## config.mk

```make
export PLATFORM = sky130hd
export DESIGN_NAME = selective_repeat_sender_window
export DESIGN_NICKNAME = d
export VERILOG_FILES = /design/src/rtl/srsw_pkg.sv /design/src/rtl/srsw_regs.sv /design/src/rtl/srsw_ctrl.sv /design/src/rtl/srsw_datapath.sv /design/src/rtl/selective_repeat_sender_window.sv
export SDC_FILE = /design/constraint.sdc
export NUM_CORES = 1
export LEC_CHECK = 0
export BUFFER_PORTS_ARGS = -buffer_cell sky130_fd_sc_hd__buf_2
export CAP_MARGIN = 0
export CORE_MARGIN = 8
export CORE_UTILIZATION = 43
export DETAILED_ROUTE_END_ITERATION = 8
export PLACE_DENSITY = 0.62
export SLEW_MARGIN = 0
export SYNTH_ARGS = -nofsm -noshare
export SYNTH_HDL_FRONTEND = slang
export SYNTH_HIERARCHICAL = 1
export SYNTH_SLANG_ARGS = --single-unit
```

## constraint.sdc

```tcl
create_clock -name clk -period 11.85 [get_ports clk]
set_input_delay 2.37 -clock clk [delete_from_list [all_inputs] [get_ports clk]]
set_output_delay 2.37 -clock clk [all_outputs]
set_load 0.05 [all_outputs]
```

## src/rtl/srsw_pkg.sv

```systemverilog
// Shared types and constants of the selective-repeat sender window
`timescale 1ns / 1ps
`default_nettype none

package srsw_pkg;

  // Sizing defaults
  localparam int MAX_FRAMES_DEF = 128;
  localparam int MAX_WINDOW_DEF = 64;

  // Field widths
  localparam int FRAME_W = 7;
  localparam int BASE_W  = 8;
  localparam int CFG_W   = 7;
  localparam int KIND_W  = 2;
  localparam int DATA_W  = 32;
  localparam int ADDR_W  = 3;

  // Register map: index is the word address bit
  localparam int REG_SEL_BIT = 2;
  localparam logic REG_TOTAL  = 1'b0;
  localparam logic REG_WINDOW = 1'b1;

  localparam logic [CFG_W-1:0] TOTAL_RST  = 7'd127;
  localparam logic [CFG_W-1:0] WINDOW_RST = 7'd8;

  // Item kinds
  localparam logic [KIND_W-1:0] KIND_START   = 2'd0;
  localparam logic [KIND_W-1:0] KIND_OUTCOME = 2'd1;
  localparam logic [KIND_W-1:0] KIND_END     = 2'd2;

  typedef enum logic [1:0] {
    ST_IDLE,
    ST_CHECK,
    ST_START_SCAN,
    ST_END_SCAN
  } state_t;

  typedef struct packed {
    logic [CFG_W-1:0] total;
    logic [CFG_W-1:0] window;
  } cfg_t;

  typedef struct packed {
    logic begin_start;
    logic begin_outcome;
    logic begin_end;
    logic emit_other;
    logic check;
    logic scan;
    logic scan_end;
    logic finish;
  } cmd_t;

  typedef struct packed {
    logic scan_done;
  } status_t;

endpackage

`default_nettype wire

```

## src/rtl/srsw_regs.sv

```systemverilog
// APB configuration registers: total frame count and window size
`timescale 1ns / 1ps
`default_nettype none

module srsw_regs (
  input  logic                         clk,
  input  logic                         rst,
  input  logic                         psel,
  input  logic                         penable,
  input  logic                         pwrite,
  input  logic [srsw_pkg::ADDR_W-1:0]  paddr,
  input  logic [srsw_pkg::DATA_W-1:0]  pwdata,
  output logic [srsw_pkg::DATA_W-1:0]  prdata,
  output logic                         pready,
  output srsw_pkg::cfg_t               cfg
);

  localparam int DW = srsw_pkg::DATA_W;
  localparam int CW = srsw_pkg::CFG_W;

  logic [CW-1:0] total;
  logic [CW-1:0] window;
  logic          wr;

  assign pready = 1'b1;
  assign wr     = psel && penable && pwrite && pready;

  // Register writes
  always_ff @(posedge clk) begin
    if (rst) begin
      total  <= srsw_pkg::TOTAL_RST;
      window <= srsw_pkg::WINDOW_RST;
    end else if (wr) begin
      unique case (paddr[srsw_pkg::REG_SEL_BIT])
        srsw_pkg::REG_TOTAL:  total  <= pwdata[CW-1:0];
        srsw_pkg::REG_WINDOW: window <= pwdata[CW-1:0];
        default: ;
      endcase
    end
  end

  // Read back
  always_comb begin
    prdata = '0;
    unique case (paddr[srsw_pkg::REG_SEL_BIT])
      srsw_pkg::REG_TOTAL:  prdata = DW'(total);
      srsw_pkg::REG_WINDOW: prdata = DW'(window);
      default: prdata = '0;
    endcase
  end

  assign cfg.total  = total;
  assign cfg.window = window;

endmodule

`default_nettype wire

```

## src/rtl/srsw_ctrl.sv

```systemverilog
// Controller state machine: sequences accept, outcome check and bitmap scans
`timescale 1ns / 1ps
`default_nettype none

module srsw_ctrl (
  input  logic                         clk,
  input  logic                         rst,
  input  logic                         start,
  input  logic [srsw_pkg::KIND_W-1:0]  kind,
  input  srsw_pkg::status_t            status,
  output logic                         busy,
  output srsw_pkg::cmd_t               cmd
);

  srsw_pkg::state_t state;
  srsw_pkg::state_t state_next;

  always_ff @(posedge clk) begin
    if (rst) begin
      state <= srsw_pkg::ST_IDLE;
    end else begin
      state <= state_next;
    end
  end

  // Next state
  always_comb begin
    state_next = state;
    unique case (state)
      srsw_pkg::ST_IDLE: begin
        if (start) begin
          unique case (kind)
            srsw_pkg::KIND_START:   state_next = srsw_pkg::ST_START_SCAN;
            srsw_pkg::KIND_OUTCOME: state_next = srsw_pkg::ST_CHECK;
            srsw_pkg::KIND_END:     state_next = srsw_pkg::ST_END_SCAN;
            default:                state_next = srsw_pkg::ST_IDLE;
          endcase
        end
      end
      srsw_pkg::ST_CHECK: state_next = srsw_pkg::ST_IDLE;
      srsw_pkg::ST_START_SCAN,
      srsw_pkg::ST_END_SCAN: begin
        if (status.scan_done) state_next = srsw_pkg::ST_IDLE;
      end
      default: state_next = srsw_pkg::ST_IDLE;
    endcase
  end

  // Commands to the datapath
  always_comb begin
    cmd  = '0;
    busy = 1'b1;
    unique case (state)
      srsw_pkg::ST_IDLE: begin
        busy = 1'b0;
        if (start) begin
          unique case (kind)
            srsw_pkg::KIND_START:   cmd.begin_start   = 1'b1;
            srsw_pkg::KIND_OUTCOME: cmd.begin_outcome = 1'b1;
            srsw_pkg::KIND_END:     cmd.begin_end     = 1'b1;
            default:                cmd.emit_other    = 1'b1;
          endcase
        end
      end
      srsw_pkg::ST_CHECK: cmd.check = 1'b1;
      srsw_pkg::ST_START_SCAN: begin
        cmd.scan   = 1'b1;
        cmd.finish = status.scan_done;
      end
      srsw_pkg::ST_END_SCAN: begin
        cmd.scan     = 1'b1;
        cmd.scan_end = 1'b1;
        cmd.finish   = status.scan_done;
      end
      default: busy = 1'b1;
    endcase
  end

endmodule

`default_nettype wire

```

## src/rtl/srsw_datapath.sv

```systemverilog
// Datapath: window state, acknowledge bitmap with registered read, result registers
`timescale 1ns / 1ps
`default_nettype none

module srsw_datapath #(
  parameter int MAX_FRAMES = srsw_pkg::MAX_FRAMES_DEF,
  parameter int MAX_WINDOW = srsw_pkg::MAX_WINDOW_DEF
) (
  input  logic                          clk,
  input  logic                          rst,
  input  srsw_pkg::cfg_t                cfg,
  input  srsw_pkg::cmd_t                cmd,
  input  logic [srsw_pkg::FRAME_W-1:0]  frame_number,
  input  logic                          delivered,
  output srsw_pkg::status_t             status,
  output logic                          result_strobe,
  output logic [srsw_pkg::FRAME_W-1:0]  send_frame,
  output logic                          send_valid,
  output logic                          accepted,
  output logic [srsw_pkg::BASE_W-1:0]   window_base,
  output logic [srsw_pkg::FRAME_W-1:0]  window_last,
  output logic                          retransmit_pending,
  output logic                          all_done,
  output logic                          last
);

  localparam int FW        = srsw_pkg::FRAME_W;
  localparam int BW        = srsw_pkg::BASE_W;
  localparam int AW        = $clog2(MAX_FRAMES);
  localparam int TOP_FRAME = MAX_FRAMES - 1;
  localparam int SW        = BW + 1;

  // Window state
  logic [BW-1:0]         base;
  logic [BW-1:0]         round_end;
  logic [MAX_FRAMES-1:0] acked;

  // Scan pipeline
  logic [BW-1:0] ptr;
  logic          running;
  logic          rd_valid;
  logic          rd_data;
  logic [BW-1:0] rd_frame;
  logic [FW-1:0] held_frame;
  logic          held_valid;

  // Latched outcome item
  logic [FW-1:0] cur_frame;
  logic          cur_delivered;

  logic [FW-1:0] eff_total;
  logic [FW-1:0] eff_window;
  logic [SW-1:0] win_raw;
  logic [FW-1:0] win_end;
  logic [BW-1:0] limit;
  logic          issue_ok;
  logic          issue;
  logic          held_take;
  logic [AW-1:0] rd_addr;
  logic          in_window;
  logic          acc;

  logic          emit;
  logic [FW-1:0] e_frame;
  logic          e_valid;
  logic          e_acc;
  logic          e_pend;
  logic          e_last;

  // Effective register values
  always_comb begin
    if (int'(cfg.total) > TOP_FRAME) eff_total = FW'(TOP_FRAME);
    else eff_total = cfg.total;
  end

  always_comb begin
    if (cfg.window == '0) eff_window = FW'(1);
    else if (int'(cfg.window) > MAX_WINDOW) eff_window = FW'(MAX_WINDOW);
    else eff_window = cfg.window;
  end

  // Window end: lesser of base+window-1 and total
  assign win_raw = SW'(base) + SW'(eff_window) - SW'(1);
  assign win_end = (win_raw > SW'(eff_total)) ? eff_total : win_raw[FW-1:0];

  // Scan control
  assign limit     = cmd.scan_end ? BW'(eff_total) : round_end;
  assign issue_ok  = (ptr <= limit) && (!cmd.scan_end || running);
  assign issue     = cmd.scan && issue_ok;
  assign held_take = cmd.scan && !cmd.scan_end && rd_valid && !rd_data;
  assign status.scan_done = !issue_ok && !rd_valid;

  assign rd_addr = cmd.begin_outcome ? AW'(frame_number) : AW'(ptr);

  // Bitmap read port, one address a cycle
  always_ff @(posedge clk) begin
    rd_data  <= acked[rd_addr];
    rd_frame <= ptr;
  end

  always_ff @(posedge clk) begin
    if (rst) begin
      rd_valid <= 1'b0;
    end else begin
      rd_valid <= issue;
    end
  end

  // Outcome check
  assign in_window = (BW'(cur_frame) >= base) && (cur_frame <= win_end) &&
                     (cur_frame <= eff_total);
  assign acc = in_window && !rd_data;

  // Bitmap writes
  always_ff @(posedge clk) begin
    if (rst) begin
      acked <= '0;
    end else if (cmd.check && acc && cur_delivered) begin
      acked[AW'(cur_frame)] <= 1'b1;
    end
  end

  always_ff @(posedge clk) begin
    if (cmd.begin_outcome) begin
      cur_frame     <= frame_number;
      cur_delivered <= delivered;
    end
  end

  // Scan pointer
  always_ff @(posedge clk) begin
    if (rst) begin
      ptr <= '0;
    end else if (cmd.begin_start || cmd.begin_end) begin
      ptr <= base;
    end else if (issue) begin
      ptr <= ptr + BW'(1);
    end
  end

  // Base slide stops at the first unacknowledged frame
  always_ff @(posedge clk) begin
    if (rst) begin
      running <= 1'b0;
      base    <= BW'(1);
    end else if (cmd.begin_end) begin
      running <= 1'b1;
    end else if (cmd.scan_end && running && rd_valid) begin
      if (rd_data) base <= rd_frame + BW'(1);
      else running <= 1'b0;
    end
  end

  always_ff @(posedge clk) begin
    if (rst) begin
      round_end <= '0;
    end else if (cmd.begin_start) begin
      round_end <= BW'(win_end);
    end
  end

  // One-deep hold so the final frame can be marked last
  always_ff @(posedge clk) begin
    if (rst) begin
      held_valid <= 1'b0;
    end else if (cmd.begin_start) begin
      held_valid <= 1'b0;
    end else if (held_take) begin
      held_valid <= 1'b1;
    end
  end

  always_ff @(posedge clk) begin
    if (held_take) held_frame <= rd_frame[FW-1:0];
  end

  // Result selection
  always_comb begin
    emit    = 1'b0;
    e_frame = '0;
    e_valid = 1'b0;
    e_acc   = 1'b0;
    e_pend  = 1'b0;
    e_last  = 1'b0;
    if (held_take && held_valid) begin
      emit    = 1'b1;
      e_frame = held_frame;
      e_valid = 1'b1;
    end
    if (cmd.finish) begin
      emit   = 1'b1;
      e_last = 1'b1;
      if (cmd.scan_end) begin
        e_pend = (base <= round_end);
      end else if (held_valid) begin
        e_frame = held_frame;
        e_valid = 1'b1;
      end
    end
    if (cmd.check) begin
      emit   = 1'b1;
      e_acc  = acc;
      e_last = 1'b1;
    end
    if (cmd.emit_other) begin
      emit   = 1'b1;
      e_last = 1'b1;
    end
  end

  // Result registers
  always_ff @(posedge clk) begin
    if (rst) begin
      result_strobe <= 1'b0;
    end else begin
      result_strobe <= emit;
    end
  end

  always_ff @(posedge clk) begin
    if (emit) begin
      send_frame         <= e_frame;
      send_valid         <= e_valid;
      accepted           <= e_acc;
      retransmit_pending <= e_pend;
      last               <= e_last;
      window_base        <= base;
      window_last        <= win_end;
      all_done           <= (base > BW'(eff_total));
    end
  end

endmodule

`default_nettype wire

```

## src/rtl/selective_repeat_sender_window.sv

```systemverilog
// Top level of the selective-repeat ARQ sender window
`timescale 1ns / 1ps
`default_nettype none

// Sender window of a selective-repeat ARQ link, frames numbered 1..total_frames.
// An item is taken when start is high and busy is low; each result appears for
// one cycle with result_strobe high and cannot be held off, so the receiver must
// take it then. An outcome item reads the bitmap, then checks and writes it; an
// unused kind is answered straight from idle. A start-round item and an end-round
// item both walk the acknowledge bitmap through its single registered read port,
// one frame a cycle; the end round stops at the first unacknowledged frame or at
// total_frames. Results of a start round come one frame a cycle with gaps where
// frames are already acknowledged. Configuration goes through the APB port at
// byte addresses 0 (total_frames) and 4 (window_size); the user must write it
// only while idle, which the block itself does not enforce.
module selective_repeat_sender_window #(
  parameter int MAX_FRAMES = srsw_pkg::MAX_FRAMES_DEF,
  parameter int MAX_WINDOW = srsw_pkg::MAX_WINDOW_DEF
) (
  input  logic                          clk,
  input  logic                          rst,
  input  logic                          start,
  output logic                          busy,
  input  logic [srsw_pkg::KIND_W-1:0]   kind,
  input  logic [srsw_pkg::FRAME_W-1:0]  frame_number,
  input  logic                          delivered,
  input  logic                          psel,
  input  logic                          penable,
  input  logic                          pwrite,
  input  logic [srsw_pkg::ADDR_W-1:0]   paddr,
  input  logic [srsw_pkg::DATA_W-1:0]   pwdata,
  output logic [srsw_pkg::DATA_W-1:0]   prdata,
  output logic                          pready,
  output logic                          result_strobe,
  output logic [srsw_pkg::FRAME_W-1:0]  send_frame,
  output logic                          send_valid,
  output logic                          accepted,
  output logic [srsw_pkg::BASE_W-1:0]   window_base,
  output logic [srsw_pkg::FRAME_W-1:0]  window_last,
  output logic                          retransmit_pending,
  output logic                          all_done,
  output logic                          last
);

  srsw_pkg::cfg_t    cfg;
  srsw_pkg::cmd_t    cmd;
  srsw_pkg::status_t status;

  srsw_regs u_regs (
    .clk     (clk),
    .rst     (rst),
    .psel    (psel),
    .penable (penable),
    .pwrite  (pwrite),
    .paddr   (paddr),
    .pwdata  (pwdata),
    .prdata  (prdata),
    .pready  (pready),
    .cfg     (cfg)
  );

  srsw_ctrl u_ctrl (
    .clk    (clk),
    .rst    (rst),
    .start  (start),
    .kind   (kind),
    .status (status),
    .busy   (busy),
    .cmd    (cmd)
  );

  srsw_datapath #(
    .MAX_FRAMES (MAX_FRAMES),
    .MAX_WINDOW (MAX_WINDOW)
  ) u_datapath (
    .clk                (clk),
    .rst                (rst),
    .cfg                (cfg),
    .cmd                (cmd),
    .frame_number       (frame_number),
    .delivered          (delivered),
    .status             (status),
    .result_strobe      (result_strobe),
    .send_frame         (send_frame),
    .send_valid         (send_valid),
    .accepted           (accepted),
    .window_base        (window_base),
    .window_last        (window_last),
    .retransmit_pending (retransmit_pending),
    .all_done           (all_done),
    .last               (last)
  );

endmodule

`default_nettype wire

```

==> results by group <==
Critical path
  – Slowest stage delay, CP: 1150 ps
  – Crit path required time: 12,280 ps
  – CP delay by family, top: simple AND/OR/NAND/NOR gates
  – Flop2flop setup slack: 4160 ps
  – Crit path arrival time: 8120 ps
  – Critical Path Fanout Max: 16
  – R2R depth: 26
  – Reg2reg end: u_datapath/acked[106]
  – Crit start category: register
  – Crit path buf inv count: 1
  – Crit. End Element: register
  – CP max-delay cell: nand4b_1
  – CP Class: register to register
  – Most used cell, CP: ha_1
  – FF-to-FF Start: u_regs/window[3]

Die
  – Die H: 174.7 µm
  – Total core area: 24,960 µm²
  – Starting Density: 43.38%
  – Rows: 58
  – Die Area: 30,520 µm²
  – I/O pins: 113
  – Die W: 174.7 µm

Global routing
  – Initial antenna violation count: 0
  – Tot GR Track Use: 16.87%
  – Number of global-route vias before repair: 7,571
  – Remaining Overflow, GRT: 0
  – Largest net degree at the start of global routing: 83
  – Global-route wire length before repair: 42.08 mm

Final layout
  – Area of the multi-input gates: 5414 µm²
  – Layout Utilization: 48.51%
  – Final nets: 1,146
  – Most common cell after layout, fill and taps aside: dfxtp_1
  – P&R area growth vs syn: 11.82%
  – Finished Layout Cells: 1,374
  – Filler cells: 2,285
  – Most frequent cells in the layout: 180 x dfxtp_1, 127 x o2bb2ai_1, 69 x ha_1
  – Share of layout cells above drive strength 1: 15.04%
  – Reg area: 4865 µm²
  – Antenna cells: 0

STA
  – Tmin final: 7688 ps
  – Final Hold Viols: 0
  – Clk_skew: 16.03 ps
  – Pins Over Slew Limit: 0
  – RSZ-0062 raised after global routing: false
  – Fmax: 130.1 MHz
  – Hold Slack: 386.1 ps
  – Slew headroom: 20.13%
  – Worst-margin pin slew: 1192 ps
  – Period utilization: 64.88%
  – Setup_tns: 0 ps
  – Final setup fails: 0

Flow run
  – Max-Cap Viols: 0

Clock tree
  – Clk Latency, worst-skew pair: 530 ps
  – CTS buffer count: 25
  – CTS sink count: 222
  – # Post-CTS Setup Buffers: 0
  – CTS root buf: clkbuf_16
  – Clock buffer depth: 3
  – Clock transition at path regs: 60 ps
  – Number of cells upsized or downsized after cts: 0
  – CTS tree: built
  – # hold bufs at CTS: 0
  – H-tree depth: 1

Hold path
  – HP Start: u_datapath/ptr[7]
  – Worst min-delay path category: register to register
  – Hold Path End: u_datapath/rd_frame[7]
  – Hold path depth: 0

Place
  – Number of port buffers: 59
  – Detailed-placement wirelength estimate: 17.29 mm
  – Placed Instances: 1,328
  – GPL Wtd Cong: 0.8378

Synthesis
  – Yosys top cell area share: 33.27%
  – Post-synth ARST share: 0%
  – Mapped cell area: 10,830 µm²
  – Top_reg_cell synth: dfxtp_1
  – Avg Inst Size Synth: 10.95 µm²
  – Synth top area cells: dfxtp_1 33%, edfxtp_1 12%, o2bb2ai_1 10%
  – Post-synth EDFFs: 42
  – Warnings from Yosys: 6
  – Post-Synthesis Cells: 989
  – Register area share after synthesis: 44.92%
  – Cell taking the most area after synthesis: dfxtp_1
  – Unique masters post-synth: 69
  – Synthesized flop and latch total: 222

Route
  – ANT nets after route: 0
  – Routed len/inst: 19.03 µm
  – Iter 0 DRT Violations: 515
  – Drt drc: 0
  – Routed vias/inst: 5.460
  – Drt first pass iters: 5
  – Vias: 7,502
  – Final Routed Wirelength: 26.14 mm

Status
  – Status: finished clean

Pwr
  – Net Sw Frac: 27.51%
  – Int Power: 1.352 mW
  – Clk pwr share: 42.0%
  – Leakage: 4.591 nW
  – Comb power frac: 14.2%
  – Worst vdd rail ir drop: 0.00009006 V
  – Switch Pwr: 513.0 µW
  – PwrDens: 154.0 nW/µm²
  – Sequential share of power: 43.7%
  – Final total power: 1.865 mW
-- worst max-delay path by stage --
stage / start / slack (ps) / end / cells after the start
2_1_floorplan: u_regs/window[3] / 6390 / u_datapath/acked[60] / 25
3_3_place_gp: u_regs/window[3] / 4340 / u_datapath/acked[104] / 26
3_5_place_dp: u_regs/window[3] / 4330 / u_datapath/acked[112] / 26
4_1_cts: u_regs/window[3] / 4310 / u_datapath/acked[112] / 26
5_1_grt: u_regs/window[3] / 3440 / u_datapath/acked[120] / 26
6_report: u_regs/window[3] / 4160 / u_datapath/acked[106] / 26
-- synth_stat cells, types with 4 or more instances --
master     instances
dfxtp_1          180
o2bb2ai_1        127
ha_1              69
inv_1             54
nor2_1            52
clkbuf_1          45
edfxtp_1          42
mux2i_1           41
nand2_1           39
a21oi_1           29
buf_4             26
nand3_1           21
a211oi_1          19
nand2b_1          19
o21ai_0           18
o21a_1            16
mux4_2            15
nor2b_1           15
mux2_2            12
xnor2_1           12
and2_1            10
mux4_1            10
nand4_1           10
nor3_1             9
a21o_1             6
and2_2             6
buf_2              6
xor2_1             6
a2111oi_0          5
buf_6              5
nand4b_1           4
or2_2              4
-- sequential cells by signal (all words and copies together), names as in the netlist --
register	count
u_datapath/held_valid	1
u_datapath/round_end	7
u_datapath/rd_frame	8
u_datapath/rd_data	1
u_ctrl/state	2
u_regs/window	7
u_datapath/base	8
u_regs/total	7
u_datapath/rd_valid	1
u_datapath/ptr	8
u_datapath/send_valid	1
u_datapath/running	1
u_datapath/cur_frame	7
u_datapath/accepted	1
u_datapath/send_frame	7
u_datapath/window_last	7
u_datapath/all_done	1
u_datapath/last	1
u_datapath/window_base	8
u_datapath/acked	128
u_datapath/retransmit_pending	1
u_datapath/held_frame	7
u_datapath/cur_delivered	1
u_datapath/result_strobe	1
-- power groups by stage --
stage	Sequential (mW)	Combinational, mW	Clock [mW]
2_1_floorplan	0.861	0.177	0
3_3_place_gp	0.831	0.263	0
3_5_place_dp	0.832	0.264	0
4_1_cts	0.815	0.265	0.803
5_1_grt	0.818	0.288	0.836
6_report	0.815	0.266	0.784
-- per-stage QoR --
step	area (µm²)	setup slack (ps)
floorplan	10920	6386
global placement	11260	4335
detailed placement	11260	4326
CTS	12110	4311
global route	12110	3436
finish	12110	4162
-- area by class of cell --
class                           count  area share [%]
Timing Repair Buffer               68           2.996
Multi-Input combinational cell    654           44.70
Inverter                           54           1.694
Clock inverter                     11           1.054
Tap cell                          330           3.409
Sequential cell                   222           40.17
Clock buffer                       35           5.972
-- layer usage --
layer / global-route usage, % / share of wire (%)
met5: 0 / 0
met4: 4.733 / 1.9
met3: 2.828 / 5.2
met2: 28.33 / 47
met1: 22.01 / 46
-- kinds of logic (layout without fill, tap and decap cells) --
logic type / after synthesis / after routing / share of synthesized area (%)
muxes: 80 / 80 / 10.92
AOI/OAI and AO/OA: 246 / 246 / 17.70
adders and majority gates: 70 / 70 / 8.156
other: 2 / 26 / 0.06934
and+or+nand+nor: 214 / 214 / 10.72
xor gates and xnor gates: 18 / 18 / 1.456
buffers and inverters: 137 / 168 / 6.065
DFF: 222 / 222 / 44.92
(Power assumes the default switching activity.)
